$ cat config.mk
export PLATFORM = sky130hd
export DESIGN_NAME = vpzm_ctrl
export DESIGN_NICKNAME = d
export VERILOG_FILES = /design/src/sv/vpzm_pkg.sv /design/src/sv/vpzm_ctrl.sv
export SDC_FILE = /design/constraint.sdc
export NUM_CORES = 1
export LEC_CHECK = 0
export ABC_AREA = 1
export BUFFER_PORTS_ARGS = -buffer_cell sky130_fd_sc_hd__buf_2
export CAP_MARGIN = 40
export CORE_MARGIN = 2
export CORE_UTILIZATION = 40
export DETAILED_ROUTE_END_ITERATION = 6
export PLACE_DENSITY = 0.66
export SETUP_SLACK_MARGIN = 0.1
export SLEW_MARGIN = 25
export SYNTH_ARGS = -nofsm -noshare
export SYNTH_HDL_FRONTEND = slang
export SYNTH_SLANG_ARGS = --single-unit
$ cat constraint.sdc
create_clock -name clk -period 2.3 [get_ports clk]
set_input_delay 0.575 -clock clk [delete_from_list [all_inputs] [get_ports clk]]
set_output_delay 0.575 -clock clk [all_outputs]
set_load 0.1 [all_outputs]
$ cat src/sv/vpzm_pkg.sv
`default_nettype none
package vpzm_pkg;

	localparam int FRAC_BITS_DEF = 16;

	localparam int CW        = 24;
	localparam int AIW       = 25;
	localparam int SCR_W     = 13;
	localparam int SC_W      = 32;
	localparam int FAC_W     = 24;
	localparam int MA_W      = 27;
	localparam int MB_W      = 33;
	localparam int PW        = 60;
	localparam int DVS_W     = 34;
	localparam int CFG_W     = 32;
	localparam int CFG_IDX_W = 3;
	localparam int REQ_W     = 3;

	localparam logic [REQ_W-1:0] REQ_SETVP = 3'd0;
	localparam logic [REQ_W-1:0] REQ_PANZ  = 3'd1;
	localparam logic [REQ_W-1:0] REQ_W2PX  = 3'd2;
	localparam logic [REQ_W-1:0] REQ_W2PY  = 3'd3;
	localparam logic [REQ_W-1:0] REQ_P2WX  = 3'd4;
	localparam logic [REQ_W-1:0] REQ_P2WY  = 3'd5;

	localparam logic [CFG_IDX_W-1:0] CFG_SW   = 3'd0;
	localparam logic [CFG_IDX_W-1:0] CFG_SH   = 3'd1;
	localparam logic [CFG_IDX_W-1:0] CFG_WL   = 3'd2;
	localparam logic [CFG_IDX_W-1:0] CFG_WT   = 3'd3;
	localparam logic [CFG_IDX_W-1:0] CFG_WR   = 3'd4;
	localparam logic [CFG_IDX_W-1:0] CFG_WB   = 3'd5;
	localparam logic [CFG_IDX_W-1:0] CFG_MAXZ = 3'd6;

	localparam logic [SCR_W-1:0] SW_RST   = 13'd800;
	localparam logic [SCR_W-1:0] SH_RST   = 13'd600;
	localparam logic [CW-1:0]    WL_RST   = 24'd0;
	localparam logic [CW-1:0]    WT_RST   = 24'd0;
	localparam logic [CW-1:0]    WR_RST   = 24'd120000;
	localparam logic [CW-1:0]    WB_RST   = 24'd90000;
	localparam logic [SC_W-1:0]  MAXZ_RST = 32'd16777216;

	typedef enum logic [3:0] {
		OP_NONE, OP_LOAD, OP_SETVP, OP_DIV, OP_STORE, OP_MUL, OP_ZSEL,
		OP_CLR, OP_CLL, OP_CLC, OP_PLACE, OP_CONV, OP_OUT
	} dp_op_t;

	typedef enum logic [2:0] {
		DS_ZX, DS_ZY, DS_LO, DS_HI, DS_PXS, DS_PYS, DS_WXS, DS_WYS
	} div_sel_t;

	typedef enum logic [1:0] {
		MS_ZOOM, MS_CENTER, MS_CONV
	} mul_sel_t;

	typedef struct packed {
		dp_op_t   op;
		div_sel_t dsel;
		mul_sel_t msel;
		logic     axis;
	} dp_cmd_t;

	typedef struct packed {
		logic             div_done;
		logic [REQ_W-1:0] req;
		logic             vp_bad;
		logic             ign;
	} dp_stat_t;

	typedef enum logic [3:0] {
		ST_IDLE, ST_DISP, ST_SETVP, ST_DIV, ST_DWAIT, ST_ZMUL, ST_ZSEL, ST_CMUL,
		ST_CLR, ST_CLL, ST_CLC, ST_PLACE, ST_VMUL, ST_CONV, ST_DONE
	} state_t;

	function automatic logic signed [CW-1:0] sat_cw(input logic signed [PW-1:0] v);
		logic signed [PW-1:0] hi;
		logic signed [PW-1:0] lo;
		hi = {{(PW-CW+1){1'b0}}, {(CW-1){1'b1}}};
		lo = {{(PW-CW+1){1'b1}}, {(CW-1){1'b0}}};
		if (v > hi) begin
			return hi[CW-1:0];
		end else if (v < lo) begin
			return lo[CW-1:0];
		end
		return v[CW-1:0];
	endfunction

	function automatic logic signed [CW-1:0] sat_pix(input logic signed [PW-1:0] v);
		logic signed [PW-1:0] hi;
		logic signed [PW-1:0] lo;
		hi = PW'(32767);
		lo = -PW'(32767);
		if (v > hi) begin
			return hi[CW-1:0];
		end else if (v < lo) begin
			return lo[CW-1:0];
		end
		return v[CW-1:0];
	endfunction

endpackage
`default_nettype wire

$ cat src/sv/vpzm_ctrl.sv
`default_nettype none
module vpzm_ctrl (
	input  wire logic               clk,
	input  wire logic               arst_n,
	input  wire logic               in_valid,
	output logic                    in_ready,
	output logic                    out_valid,
	input  wire logic               out_ready,
	input  wire vpzm_pkg::dp_stat_t stat,
	output vpzm_pkg::dp_cmd_t       cmd
);
	import vpzm_pkg::*;

	state_t   state_q, state_d;
	div_sel_t dsel_q, dsel_d;
	logic     axis_q, axis_d;
	logic     ovalid_q, ovalid_d;

	always_ff @(posedge clk or negedge arst_n) begin
		if (!arst_n) begin
			state_q  <= ST_IDLE;
			dsel_q   <= DS_ZX;
			axis_q   <= 1'b0;
			ovalid_q <= 1'b0;
		end else begin
			state_q  <= state_d;
			dsel_q   <= dsel_d;
			axis_q   <= axis_d;
			ovalid_q <= ovalid_d;
		end
	end

	always_comb begin
		state_d  = state_q;
		dsel_d   = dsel_q;
		axis_d   = axis_q;
		ovalid_d = ovalid_q & ~out_ready;
		cmd.op   = OP_NONE;
		cmd.dsel = dsel_q;
		cmd.msel = MS_CONV;
		cmd.axis = axis_q;
		in_ready = (state_q == ST_IDLE);

		case (state_q)
			ST_IDLE: begin
				if (in_valid) begin
					cmd.op  = OP_LOAD;
					state_d = ST_DISP;
				end
			end
			ST_DISP: begin
				case (stat.req)
					REQ_SETVP: state_d = ST_SETVP;
					REQ_PANZ: begin
						dsel_d  = DS_ZX;
						state_d = ST_DIV;
					end
					REQ_W2PX, REQ_W2PY, REQ_P2WX, REQ_P2WY: state_d = ST_VMUL;
					default: state_d = ST_DONE;
				endcase
			end
			ST_SETVP: begin
				cmd.op = OP_SETVP;
				if (stat.vp_bad) begin
					state_d = ST_DONE;
				end else begin
					dsel_d  = DS_PXS;
					state_d = ST_DIV;
				end
			end
			ST_DIV: begin
				cmd.op  = OP_DIV;
				state_d = ST_DWAIT;
			end
			ST_DWAIT: begin
				if (stat.div_done) begin
					cmd.op = OP_STORE;
					case (dsel_q)
						DS_ZX: begin dsel_d = DS_ZY; state_d = ST_DIV; end
						DS_ZY: state_d = ST_ZMUL;
						DS_LO: begin dsel_d = DS_HI; state_d = ST_DIV; end
						DS_HI: state_d = stat.ign ? ST_PLACE : ST_CLR;
						DS_PXS: begin dsel_d = DS_PYS; state_d = ST_DIV; end
						DS_PYS: begin dsel_d = DS_WXS; state_d = ST_DIV; end
						DS_WXS: begin dsel_d = DS_WYS; state_d = ST_DIV; end
						default: state_d = ST_DONE;
					endcase
				end
			end
			ST_ZMUL: begin
				cmd.op   = OP_MUL;
				cmd.msel = MS_ZOOM;
				state_d  = ST_ZSEL;
			end
			ST_ZSEL: begin
				cmd.op  = OP_ZSEL;
				axis_d  = 1'b0;
				state_d = ST_CMUL;
			end
			ST_CMUL: begin
				cmd.op   = OP_MUL;
				cmd.msel = MS_CENTER;
				dsel_d   = DS_LO;
				state_d  = ST_DIV;
			end
			ST_CLR: begin
				cmd.op  = OP_CLR;
				state_d = ST_CLL;
			end
			ST_CLL: begin
				cmd.op  = OP_CLL;
				state_d = ST_CLC;
			end
			ST_CLC: begin
				cmd.op  = OP_CLC;
				state_d = ST_PLACE;
			end
			ST_PLACE: begin
				cmd.op = OP_PLACE;
				if (!axis_q) begin
					axis_d  = 1'b1;
					state_d = ST_CMUL;
				end else begin
					dsel_d  = DS_PXS;
					state_d = ST_DIV;
				end
			end
			ST_VMUL: begin
				cmd.op   = OP_MUL;
				cmd.msel = MS_CONV;
				state_d  = ST_CONV;
			end
			ST_CONV: begin
				cmd.op  = OP_CONV;
				state_d = ST_DONE;
			end
			ST_DONE: begin
				// The result register may still hold an item that has not been taken.
				if (!ovalid_q || out_ready) begin
					cmd.op   = OP_OUT;
					ovalid_d = 1'b1;
					state_d  = ST_IDLE;
				end
			end
			default: state_d = ST_IDLE;
		endcase
	end

	assign out_valid = ovalid_q;
endmodule
`default_nettype wire

==> run_results.csv <==
group,metric,value,unit
synth,async_reset_ff_frac,1.00,
timing,setup_viol,0,
global_route,grt_pass1_wl,4.00,mm
timing,drv_slew,0,
timing,relSlewSlack,0.676,
placement,place_hpwl,2.01,mm
floorplanning,die_x,50.6,µm
setup_path,end_kind,"primary output",
setup_path,rr_startpoint,"state_q[3]",
synth,synth_area,870,µm²
routing,wirelength,2.53,mm
routing,wl_per_cell,12.4,µm
routing,first_iter_violations,56,
global_route,grt_max_degree,10,
synth,synth.ff_latch_count,9,
synth,synth_nets,162,
synth,ys.flop_type,"dfrtp_1",
synth,yosysWarnings,0,
cts,cts_sinks,9,
job,max_cap_viol_count,0,
setup_path,critical_path_class,"reg2out",
cts,clk_latency,0.26,ns
timing,holdWs,0.155,ns
min_path,hold_path_class,"in2async",
timing,fin_crit_sh,0.961,
timing,fmax,452,MHz
routing,num_vias,1079,
setup_path,ff2ff_setup_slack,0.77,ns
synth,netlist_instances,150,
timing,hold_viol,0,
floorplanning,start_util,0.434,
routing,drc,5,
placement,gp_congestion,0.904,
synth,synth_edf_count,0,
floorplanning,ios,22,
setup_path,crit_end,"cmd[8]",
timing,rsz0062_at_grt,"yes",
setup_path,cp_max_fo,7,
timing,period_needed,2.21,ns
synth,ys_top_cells_by_area,"dfrtp_1 26%, nand2_1 23%, inv_1 9.9%",
cts,cts-htree-levels,1,
routing,viasPerCell,5.26,
setup_path,r2r-end,"dsel_q[0]",
cts,numCtsBuffers,3,
setup_path,crit_path_start_kind,"register",
global_route,grt_pass1_vias,949,
synth,yosys.area.top_type,"dfrtp_1",
floorplanning,chipHeight,50.6,µm
setup_path,crit_start,"state_q[3]",
final_layout,final_nets,191,
synth,ys_types,19,
synth,synth_most_common_cell,"nand2_1",
cts,clockBufferDepth,2,
setup_path,crit_arrival,1.64,ns
cts,clk_transition_reported_paths,0.06,ns
routing,drt.antenna.violating_nets,0,
final_layout,area_delta_synth_final,34.2,%
synth,syn_area_per_cell,5.80,µm²
synth,synth.yosys.seq_area_share,0.259,
floorplanning,floorplan.core_area,0.00200,mm²
setup_path,cp.required,1.73,ns
synth,synth_common_cells,"53 x nand2_1, 23 x inv_1, 19 x nor2_1",
placement,portBuffers,21,
setup_path,r2r_cells,7,
timing,worstMarginPinSlew,0.489,ns
floorplanning,rows,16,
global_route,track_usage,0.208,
final_layout,n_fill_cell,205,
outcome,violations,"design-rule violations",
global_route,gr-total-overflow,0,
routing,dr.pass1.iters,7,
global_route,antenna_found_initial,0,
floorplanning,dieArea,0.00256,mm²
timing,skew,0.00772,ns
final_layout,diodes,0,
synth,synth_top_area_frac,0.259,
cts,root_buffer,"clkbuf_4",
cts,cts_tree,"built",
final_layout,drive_gt1_frac,0.309,
outcome,status,"finished with violations",
-- cell families (layout without fill, tap and decap cells) --
group,after synthesis,count (layout),synth area share
AO/OA/AOI/OAI,18,18,0.112
adder cells (fa/ha/maj),2,2,0.0288
buffers and inverters,24,52,0.108
flip-flops,9,9,0.259
AND/OR/NAND/NOR,97,97,0.492
-- worst min path at each step --
| stage | start | slack, ns | endpoint |
|---|---|---|---|
| floorplan | arst_n | 0.28 | axis_q |
| global placement | arst_n | 0.43 | out_valid |
| detailed placement | arst_n | 0.43 | out_valid |
| CTS | arst_n | 0.16 | dsel_q[1] |
| global route | arst_n | 0.15 | dsel_q[1] |
| finish | arst_n | 0.15 | dsel_q[1] |
-- layer usage --
metal | track usage | routed length [µm] | up-vias
met4 | 0.0991 | 42 | 0
met2 | 0.349 | 1240 | 58
met3 | 0.0476 | 179 | 6
li1 | - | - | 531
met5 | 0 | 0 | -
met1 | 0.251 | 1070 | 484
-- placed cells by master (no fill, tap or decap) --
| master | instances |
|---|---|
| a21oi_1 | 3 |
| a21oi_2 | 1 |
| a31oi_1 | 1 |
| buf_12 | 2 |
| buf_2 | 17 |
| buf_4 | 4 |
| buf_6 | 1 |
| clkbuf_1 | 1 |
| clkbuf_16 | 1 |
| clkbuf_4 | 3 |
| dfrtp_1 | 5 |
| dfrtp_2 | 4 |
| ha_1 | 2 |
| inv_1 | 19 |
| inv_2 | 3 |
| inv_4 | 1 |
| nand2_1 | 49 |
| nand2_2 | 4 |
| nand2_4 | 2 |
| nand3_1 | 13 |
| nand3_2 | 1 |
| nand4_1 | 4 |
| nor2_1 | 15 |
| nor2_2 | 4 |
| nor2_4 | 4 |
| nor3_1 | 1 |
| o211ai_1 | 1 |
| o21ai_0 | 9 |
| o21ai_2 | 3 |
-- layout make-up --
type	instances	area, µm²	share of cell area
clock buffer	4	26.3	0.0225
inverter	23	88.8	0.0761
multi-input combinational	117	597	0.511
sequential	9	230	0.197
tap	27	33.8	0.0289
timing repair buffer	25	191	0.164
-- critical path: stages, from the launching register on --
cell and delay (ns):
dfrtp_2 0.47, nor2_4 0.17, buf_4 0.15, nand2_4 0.07, o211ai_1 0.25, clkbuf_16 0.26
-- through the flow --
step / instances / TNS [ns] / setup slack, ns / area (µm²) / utilization
after floorplan: 150 / -0.930 / -0.461 / 896 / -
after global routing: 205 / 0 / 0.0598 / 1170 / 0.583
final: 205 / 0 / 0.0886 / 1170 / 0.583
after global placement: 197 / 0 / 0.304 / 1070 / 0.536
after detailed placement: 197 / 0 / 0.274 / 1070 / 0.536
after CTS: 201 / 0 / 0.0788 / 1100 / 0.551
-- what timing repair did --
action,4_1_cts,5_1_grt
endpoints found under the setup margin,3,6
hold endpoints to repair,0,0
gates cloned,0,0
gates resized for setup,3,13
setup buffers,0,4
pin swaps,0,3
hold buffers,0,0
-- registers in the layout (all words and copies together), names as in the netlist --
signal     count
axis_q         1
state_q        4
out_valid      1
dsel_q         3
Power is not shown: default switching activity piles up to over one toggle a cycle in this logic, so the estimate is an artifact.
